`config.mk`:
```
export PLATFORM = sky130hd
export DESIGN_NAME = sst_ctrl
export DESIGN_NICKNAME = d
export VERILOG_FILES = /design/src/rtl/sst_pkg.sv /design/src/rtl/sst_ctrl.sv
export SDC_FILE = /design/constraint.sdc
export NUM_CORES = 1
export LEC_CHECK = 0
export ABC_AREA = 1
export BUFFER_PORTS_ARGS = -buffer_cell sky130_fd_sc_hd__buf_4
export CORE_AREA = 2 2 39 41
export CTS_CLUSTER_DIAMETER = 60
export DETAILED_ROUTE_END_ITERATION = 10
export DIE_AREA = 0 0 41 43
export PLACE_DENSITY = 0.59
export SYNTH_ARGS = -nofsm -noshare
export SYNTH_HDL_FRONTEND = slang
export SYNTH_SLANG_ARGS = --single-unit
export TNS_END_PERCENT = 30
```
`constraint.sdc`:
```
create_clock -name i_clk -period 2.1 [get_ports i_clk]
set_clock_uncertainty 0.05 [all_clocks]
set_input_delay 0.525 -clock i_clk [delete_from_list [all_inputs] [get_ports i_clk]]
set_output_delay 0.525 -clock i_clk [all_outputs]
set_load 0.1 [all_outputs]
```
`src/rtl/sst_pkg.sv`:
```
// Shared types, constants and helpers for the separation steering block.
package sst_pkg;

    localparam int FRAC_BITS = 16;
    localparam int DIV_STEPS = 18;

    localparam logic [1:0] CFG_RADIUS = 2'd0;
    localparam logic [1:0] CFG_GAIN   = 2'd1;
    localparam logic [1:0] CFG_THRESH = 2'd2;

    localparam logic [15:0] RADIUS_RST = 16'd1000;
    localparam logic [15:0] GAIN_RST   = 16'd256;
    localparam logic [23:0] THRESH_RST = 24'd327680;

    typedef enum logic [3:0] {
        S_IDLE,
        S_DIFF,
        S_SQR,
        S_TEST,
        S_DIV,
        S_ACC,
        S_SCALE,
        S_MAG,
        S_CMP,
        S_OUT
    } t_state;

    typedef struct packed {
        logic load;
        logic diff;
        logic sqr;
        logic div_start;
        logic div_step;
        logic acc;
        logic scale;
        logic mag;
        logic cmp;
        logic out_load;
        logic clear;
    } t_cmd;

    typedef struct packed {
        logic hit;
        logic div_done;
    } t_status;

    function automatic logic signed [31:0] sat32(input logic signed [33:0] v);
        if (v > 34'sd2147483647) return 32'sh7fffffff;
        if (v < -34'sd2147483648) return 32'sh80000000;
        return v[31:0];
    endfunction

endpackage

```
`src/rtl/sst_ctrl.sv`:
```
// Controller sequencing one agent transaction through the datapath.
module sst_ctrl (
    input  logic              i_clk,
    input  logic              i_rst_n,
    input  logic              i_valid,
    output logic              o_ready,
    input  logic              i_last,
    input  logic              i_out_busy,
    input  sst_pkg::t_status  i_status,
    output sst_pkg::t_cmd     o_cmd
);
    import sst_pkg::*;

    t_state r_state, n_state;
    logic   r_last, n_last;

    always_ff @(posedge i_clk) begin
        if (!i_rst_n) begin
            r_state <= S_IDLE;
            r_last  <= 1'b0;
        end else begin
            r_state <= n_state;
            r_last  <= n_last;
        end
    end

    always_comb begin
        n_state = r_state;
        n_last  = r_last;
        o_cmd   = '0;
        o_ready = 1'b0;
        case (r_state)
            S_IDLE: begin
                o_ready = 1'b1;
                if (i_valid) begin
                    o_cmd.load = 1'b1;
                    n_last     = i_last;
                    n_state    = S_DIFF;
                end
            end
            S_DIFF: begin
                o_cmd.diff = 1'b1;
                n_state    = S_SQR;
            end
            S_SQR: begin
                o_cmd.sqr = 1'b1;
                n_state   = S_TEST;
            end
            S_TEST: begin
                if (i_status.hit) begin
                    o_cmd.div_start = 1'b1;
                    n_state         = S_DIV;
                end else begin
                    n_state = r_last ? S_SCALE : S_IDLE;
                end
            end
            S_DIV: begin
                o_cmd.div_step = 1'b1;
                if (i_status.div_done) n_state = S_ACC;
            end
            S_ACC: begin
                o_cmd.acc = 1'b1;
                n_state   = r_last ? S_SCALE : S_IDLE;
            end
            S_SCALE: begin
                o_cmd.scale = 1'b1;
                n_state     = S_MAG;
            end
            S_MAG: begin
                o_cmd.mag = 1'b1;
                n_state   = S_CMP;
            end
            S_CMP: begin
                o_cmd.cmp = 1'b1;
                n_state   = S_OUT;
            end
            S_OUT: begin
                // hold until the output register is free
                if (!i_out_busy) begin
                    o_cmd.out_load = 1'b1;
                    o_cmd.clear    = 1'b1;
                    n_state        = S_IDLE;
                end
            end
            default: n_state = S_IDLE;
        endcase
    end

`ifndef SYNTHESIS
    ap_ready_idle: assert property (@(posedge i_clk) disable iff (!i_rst_n)
        o_ready |-> (r_state == S_IDLE)) else $error("ready outside idle");
    ap_one_step: assert property (@(posedge i_clk) disable iff (!i_rst_n)
        o_cmd.out_load |-> !o_cmd.div_step && !o_cmd.acc) else $error("cmd overlap");
    ap_load_diff: assert property (@(posedge i_clk) disable iff (!i_rst_n)
        o_cmd.load |=> (r_state == S_DIFF)) else $error("load not followed by diff");
`endif
endmodule

```
==> flow_summary.ini, run 1 <==
[worst_setup_path]
regToRegSetupSlack_ps = 840
cp_slowest_cell = dfxtp_1
critical_path.cell_chain = nor2_2 > inv_2 > nor2_4 > nand2_1 > inv_1 > buf_4
critPathArrivalTime_ps = 1440
end_kind = primary output
start_kind = flop
crit_type = flop to primary output
crit_required_ps = 1520
rr_worst_depth = 7
max_stage_delay_ps = 370
worstPathMaxFanout = 7

[power]
ir_worst_vdd_v = 0.000322
p_clk_frac = 0.220
p_per_area_nw_per_um2 = 845
swShare = 0.521
p_switching_uw = 261
intPower_uw = 240
seqPwrFrac = 0.253
p_leak_uw = 0.000311
power_frac_comb = 0.527

[synth]
ys_types = 17
netlist_area_sq_um = 383
yosysWarnings = 0
yosys.area.top_type = dfxtp_1
yosys.area.top_type_share = 0.261
synth_most_common_cell = nor2_1
avgSynthCellArea_sq_um = 5.98
synthCells = 64
synth.net_count = 71
yosys-top-cells-count = nor2_1, inv_1, nand2_1
ys_async_sr_fraction = 0
ys_ff_latch = 5
synth-main-ff-cell = dfxtp_1
seq_area_frac_synth = 0.261
synth.area.top_cells = dfxtp_1, nor2_1, inv_1
synth-edff-count = 0

[sta]
max_freq_mhz = 496
rsz0062_at_grt = true
slew_viol_final = 0
slew_headroom = 0.814
min_period_ps = 2010
period_share = 0.959
tightest_slew_ps = 282
setup_violations = 0
finalHoldViolations = 0

[cells_and_area]
layout-drive-gt1-share = 0.482
num_antenna_cells = 0
final_cells = 101
post-route-util = 0.429
final_nets = 93
nFillCells = 156
syn2layout_area_growth_pct = 54.9

[global_routing]
antenna_found_initial = 0
grt_pass1_vias = 426
track_usage = 0.139
grt-ovfl-total = 0
grt_pass1_wl_um = 1610
grt_max_degree = 8

[clocking]
clk_latency_ps = 240
clockBufferDepth = 2
cts.htree.levels = 1
cts_buffers = 3
post_cts_buffers = 0
clk_pin_slew_ps = 40
clock-root-buffer = clkbuf_4
cts_num_sinks = 5
cts_tree = done

[die]
design.core.area_sq_um = 1380
die_h_um = 43
ios = 19
die_x_um = 41
initial_core_util = 0.277
num_rows = 14
dieArea_sq_um = 1760

[routing]
drtIter0Drc = 5
wl_um = 955
post-route-drc-count = 0
drtAntennaViolNets = 0
vias = 462
dr.pass1.iters = 4
routed_via_density = 4.57
route.detailed.wl_per_inst_um = 9.46

[placed_design]
port_buffers = 18
gp_congestion = 0.736
dpl.hpwl_um = 846
dpl.cell_count = 97

[run_status]
status = completed

[min_path]
hold_class = flop to flop
worstHoldPathCells = 2

[job]
max_cap_viol_count = 0
[flip-flops by register name, indices dropped and copies added (netlist names)]
signal and flops:
r_last 1, r_state 4
[final cells by class]
class,count,area (sq um),share of cell area
clock buffer,4,26.3,0.0443
timing repair buffer,18,135,0.228
inverter,14,52.6,0.0886
multi-input combinational,44,256,0.432
tap,16,20.0,0.0338
sequential,5,103,0.173
[power groups by stage]
stage	logic [uW]	clock network (uW)	registers (uW)
6_report	264	110	127
2_1_floorplan	215	0	124
3_3_place_gp	265	0	128
4_1_cts	266	117	126
3_5_place_dp	266	0	128
5_1_grt	283	125	130
[timing repair]
| action | 4_1_cts | 5_1_grt |
|---|---|---|
| gates resized for setup | 0 | 1 |
| hold buffers | 0 | 0 |
| endpoints found under the setup margin | 0 | 6 |
[logic make-up after synthesis]
logic type | Yosys count | share of synthesized area
buffers and inverters | 15 | 0.157
AO/OA/AOI/OAI | 6 | 0.0882
AND/OR/NAND/NOR | 38 | 0.493
flip-flops | 5 | 0.261
[placed cells by master, fill, tap and decap left out, types with 2 or more instances in the layout]
cell	Yosys	layout
a21oi_1	3	3
buf_4	1	18
clkbuf_4	0	3
dfxtp_1	5	3
dfxtp_2	0	2
inv_1	9	8
inv_2	5	6
nand2_1	8	8
nand3_1	4	4
nor2_1	14	13
nor2_2	4	4
nor3_2	3	3
o21ai_1	2	2
[layer usage]
metal | vias up | share of wire | GRT usage
li1 | 243 | - | -
met1 | 202 | 0.40 | 0.158
met2 | 15 | 0.52 | 0.206
met3 | 2 | 0.069 | 0.0314
met4 | 0 | 0.013 | 0.113
met5 | - | 0 | 0
[through the flow]
stage	hold slack, ps	setup slack (ps)	area, sq um	setup TNS (ps)	power, uW
floorplan	429	-491	422	-2570	339
finish	493	85.2	593	0	501
global route	519	-47.6	593	-49.0	537
CTS	493	29.2	592	0	509
detailed placement	494	293	566	0	394
global placement	502	278	566	0	392
[worst max-delay path: cells and delay by family (launching register included)]
kind,cells,cell delay [ps]
DFF,1,370
and+or+nand+nor,3,420
buffers and inverters,3,420
[final timing paths]
| path | from | endpoint |
|---|---|---|
| setup / recovery | r_state[0] | o_cmd[10] |
| hold reg to reg | r_last | r_last |
| setup reg to reg | r_state[2] | r_state[0] |
| hold / removal | r_last | r_last |
(Power assumes the default switching activity.)
==> inputs of run 2 (changes only) <==
- CELL_PAD_IN_SITES_DETAIL_PLACEMENT: not set -> 1
- CELL_PAD_IN_SITES_GLOBAL_PLACEMENT: not set -> 2
- CORE_AREA: 2 2 39 41 -> not set
- CORE_UTILIZATION: not set -> 21
- DIE_AREA: 0 0 41 43 -> not set
- PLACE_DENSITY: 0.59 -> 0.82
- clock period: 2.1 -> 2.6 ns (I/O delays scaled with it)
==> run 2 against run 1 <==
- sequential power shrank 20%
- cell area grew 0.63%
- first-iteration DRC count shrank 80%
- final cell count grew 8.9%
- register-to-register slack gained 500 ps
- die area grew 13%
- combinational power shrank 19%
- largest cell class unchanged
- via count shrank 0.43%
- global-route usage shrank 1.5 points
- non-clock buffer count is the same
- sequential cell count is the same
- clock power shrank 16%
==> flow_summary.ini, run 2 (synthesis results as in run 1) <==
[run_status]
status = completed

[cells_and_area]
seqCellArea_sq_um = 101
final_nets = 93
reg_top3 = r_state x4, r_last x1
nFillCells = 238
num_antenna_cells = 0
regMostFlops = r_state
largest_reg_flops = 4
layout-drive-gt1-share = 0.471
syn2layout_area_growth_pct = 55.9
multi_input_comb_area_sq_um = 250
mostFrequentLayoutCells = buf_4, nor2_1, nand2_1, inv_1, inv_2
final_common_cell = buf_4
design_area_sq_um = 597

[routing]
routed_via_density = 4.18
vias = 460
dr.pass1.iters = 2
route.detailed.wl_per_inst_um = 9.55
drtIter0Drc = 1
wl_um = 1050
post-route-drc-count = 0
drtAntennaViolNets = 0

[sta]
slew_viol_final = 0
tightest_slew_ps = 327
max_freq_mhz = 457
period_share = 0.842
min_period_ps = 2190
slew_headroom = 0.782
finalHoldViolations = 0
final.setup.tns_ps = 0
rsz0062_at_grt = false
setup_violations = 0

[worst_setup_path]
rr_worst_depth = 7
regToRegSetupSlack_ps = 1340
crit_required_ps = 1900
end_kind = primary output
crit_start = r_state[0]
worstPathMaxFanout = 7
critPathArrivalTime_ps = 1490
crit_type = flop to primary output
start_kind = flop
r2r-end = r_state[0]
r2r_start = r_state[0]

[die]
dieArea_sq_um = 2000
die_x_um = 44.7
die_h_um = 44.7
num_rows = 15
design.core.area_sq_um = 1730
ios = 19
initial_core_util = 0.222

[min_path]
worstHoldPathCells = 2
hold_start = r_last
holdPathEnd = r_last
hold_class = flop to flop

[global_routing]
grt_max_degree = 8
grt_pass1_wl_um = 1750
track_usage = 0.124
antenna_found_initial = 0
grt-ovfl-total = 0
grt_pass1_vias = 440

[clocking]
clk_latency_ps = 250
clock-root-buffer = clkbuf_4
cts_hold_buf = 0
ctsResizeCount = 0
cts.htree.levels = 1
cts_num_sinks = 5
cts_tree = done
cts_buffers = 3
clockBufferDepth = 2
clk_pin_slew_ps = 40
post_cts_buffers = 0

[placed_design]
dpl.hpwl_um = 910
gp_congestion = 0.703
placed_area_sq_um = 571
port_buffers = 18

[power]
p_switching_uw = 214
p_leak_uw = 0.000309
p_per_area_nw_per_um2 = 682
p_clk_frac = 0.228
swShare = 0.526
power_frac_comb = 0.523
ir_worst_vdd_v = 0.000254
seqPwrFrac = 0.249
intPower_uw = 193

[job]
max_cap_viol_count = 0
run 2: critical path, stage by stage (launching register included):
cell and delay, ps:
dfxtp_1 380, nor2_2 250, inv_2 80, nor2_4 90
nand2_1 90, inv_1 60, buf_4 280
run 2: worst max path at each step:
stage                      to  cells past startpoint  slack, ps
global route        o_cmd[10]                      6        270
finish              o_cmd[10]                      6        410
floorplan            o_cmd[1]                      5       -120
CTS                 o_cmd[10]                      6        370
global placement    o_cmd[10]                      6        640
detailed placement   o_cmd[1]                      3        640
run 2: final cells by class:
class                      count  share of cell area
multi-input combinational     44               0.419
timing repair buffer          18               0.226
sequential                     5               0.170
inverter                      14              0.0881
tap                           25              0.0524
clock buffer                   4              0.0440
run 2: layer usage:
| layer | global-route usage | wire, um | share of wire | vias to the layer above |
|---|---|---|---|---|
| met5 | 0 | 0 | 0 | - |
| met4 | 0.0727 | 15 | 0.014 | 0 |
| met3 | 0.0360 | 56 | 0.053 | 2 |
| met2 | 0.203 | 488 | 0.46 | 16 |
| met1 | 0.143 | 490 | 0.47 | 199 |
| li1 | - | - | - | 243 |
run 2: power groups by stage:
| stage | clock network, uW | logic [uW] | registers, uW |
|---|---|---|---|
| after floorplan | 0 | 172 | 100 |
| after global placement | 0 | 213 | 103 |
| after detailed placement | 0 | 215 | 103 |
| after CTS | 96.6 | 215 | 102 |
| after global routing | 103 | 226 | 104 |
| final | 92.8 | 213 | 102 |
run 2: through the flow:
step | instances | hold slack [ps] | setup slack [ps] | utilization | total power [uW]
after CTS | 110 | 481 | 372 | 0.346 | 414
after global placement | 106 | 472 | 643 | 0.330 | 316
after detailed placement | 106 | 475 | 641 | 0.330 | 318
after global routing | 110 | 508 | 270 | 0.346 | 432
after floorplan | 64 | 429 | -116 | - | 272
final | 110 | 480 | 410 | 0.346 | 407
==> inputs of run 3 (changes only) <==
- ABC_AREA: 1 -> 0
- CORE_UTILIZATION: 21 -> 19
- PLACE_DENSITY: 0.82 -> 0.74
- clock period: 2.6 -> 1.76 ns (I/O delays scaled with it)
==> run 3 against run 2 <==
- the run now ends with negative setup slack left
- synthesized cell count down 23%
- core utilization up 12 points
- via count up 2.4%
- final cell count down 6.4%
- combinational power up 11%
- area after synthesis down 2.6%
- routed wire length up 26%
- die area up 7.3%
- sequential share of layout area down 3.4 points
- worst setup slack worse by 470 ps
- highest routed layer unchanged
==> flow_summary.ini, run 3 <==
[run_status]
status = finished with violations
violations = negative setup slack

[global_routing]
grt_max_degree = 11
antenna_found_initial = 0
grt_pass1_wl_um = 2010
track_usage = 0.141
grt-ovfl-total = 0
grt_pass1_vias = 447

[routing]
route.detailed.wl_per_inst_um = 12.8
vias = 471
wl_um = 1320
post-route-drc-count = 0
drtAntennaViolNets = 0
routed_via_density = 4.57
dr.pass1.iters = 1
drtIter0Drc = 0

[min_path]
hold_start = i_rst_n
hold_class = input pin to flop

[clocking]
cts_num_sinks = 5
cts_tree = done
clock-root-buffer = clkbuf_4
clk_latency_ps = 260
cts_buffers = 3
cts.htree.levels = 1
clk_pin_slew_ps = 50
clockBufferDepth = 2

[die]
dieArea_sq_um = 2140
initial_core_util = 0.209
ios = 19
die_x_um = 46.3
die_h_um = 46.3
num_rows = 15
design.core.area_sq_um = 1780

[worst_setup_path]
max_stage_delay_ps = 380
start_kind = flop
r2r_start = r_state[3]
cp_slowest_cell = dfxtp_4
end_kind = primary output
crit_start = r_state[1]
critPathArrivalTime_ps = 1330
crit_required_ps = 1270
critical_path.cell_chain = nor4_4 > and2_4 > buf_12
crit_type = flop to primary output
worstPathMaxFanout = 9

[cells_and_area]
final_common_cell = buf_4
layout-drive-gt1-share = 0.692
syn2layout_area_growth_pct = 123
final_nets = 86
mostFrequentLayoutCells = buf_4, buf_6, nand2b_1, buf_12
regMostFlops = r_state
largest_reg_flops = 4
post-route-util = 0.466
num_antenna_cells = 0
reg_top3 = r_state x4, r_last x1
nFillCells = 208

[synth]
synth.net_count = 56
netlist_area_sq_um = 373
synth-main-ff-cell = dfxtp_1
avgSynthCellArea_sq_um = 7.61
ys_async_sr_fraction = 0
ys_types = 25
yosys.area.top_type = dfxtp_1
synth.area.top_cells = dfxtp_1, nand2b_1, nor3_1
synth-edff-count = 0
yosys-top-cells-count = nand2b_1, dfxtp_1, nor3_1
synthCells = 49
seq_area_frac_synth = 0.268
synth_most_common_cell = nand2b_1
yosys.area.top_type_share = 0.268
yosysWarnings = 0
ys_ff_latch = 5

[sta]
finalHoldViolations = 0
worst_hold_slack_ps = 386
period_share = 1.03
tightest_slew_ps = 283
setup_violations = 4
fin_ws_ps = -55.2
min_period_ps = 1820
slew_headroom = 0.809
max_freq_mhz = 551
rsz0062_at_grt = true
slew_viol_final = 0

[placed_design]
dpl.hpwl_um = 977
port_buffers = 18
gp_congestion = 0.709

[power]
p_leak_uw = 0.000334
p_per_area_nw_per_um2 = 626
ir_worst_vdd_v = 0.000408
fin_total_pwr_uw = 520

[job]
max_cap_viol_count = 0
## run 3: cell count changes in the layout (fill, tap and decap cells not counted), sizes merged, moves of 3 or more
cell / delta
inv: -14
nor2: -14
buf: +12
nand2: -7
nand2b: +7
nand3: -3
## run 3: worst max-delay path, delay by kind of cell, from the launching register on
kind	cells	cell delay (ps)
buffers and inverters	1	160
DFF	1	380
and+or+nand+nor	2	530
## run 3: repair_timing
item / in CTS / in global routing
resized for setup: 26 / 4
pin swaps: 1 / 2
hold buffers: 0 / 0
buffers inserted: 1 / 3
setup endpoints to repair: 12 / 7
## run 3: cells by family (layout without fill, tap and decap cells)
kind of cell           count (synthesis)  in the layout  share of synthesized area
flip-flops                             5              5                      0.268
AND/OR/NAND/NOR                       29             29                      0.466
multiplexers                           1              1                     0.0268
buffers and inverters                  5             34                     0.0604
AO/OA/AOI/OAI                          9              9                      0.178
## run 3: worst paths after layout
path | end | slack (ps) | cells past startpoint
min reg2reg | r_state[1] | 500 | 2
max reg2reg | r_state[0] | 90 | 5
min | r_state[3] | 390 | 2
max | o_cmd[10] | -60 | 3
## run 3: area by class of cell
type                            count  area [sq um]  area share
Sequential cell                     5           113       0.136
Clock buffer                        4          26.3      0.0316
Timing Repair Buffer               30           302       0.363
Multi-Input combinational cell     39           359       0.432
Tap cell                           25          31.3      0.0377
## run 3: report_power, final
part,leakage [uW],internal (uW),switching [uW]
clock,0.0000150,86.4,58.2
sequential,0.0000435,120,19.1
combinational,0.000276,91.4,145
total,0.000334,298,222
## run 3: per-layer routing
metal / share of wire / global-route usage
met2: 0.52 / 0.222
met3: 0.023 / 0.0471
met5: 0 / 0
met4: 0.028 / 0.106
met1: 0.43 / 0.154
## run 3: through the flow
| step | setup TNS (ps) | std cells | setup WS, ps | instance area (sq um) |
|---|---|---|---|---|
| after floorplan | -5630 | 49 | -736 | 492 |
| after global placement | 0 | 95 | 70.8 | 666 |
| after detailed placement | 0 | 95 | 62.9 | 666 |
| after CTS | -256 | 100 | -85.2 | 792 |
| after global routing | -421 | 103 | -131 | 831 |
| final | -144 | 103 | -55.2 | 831 |
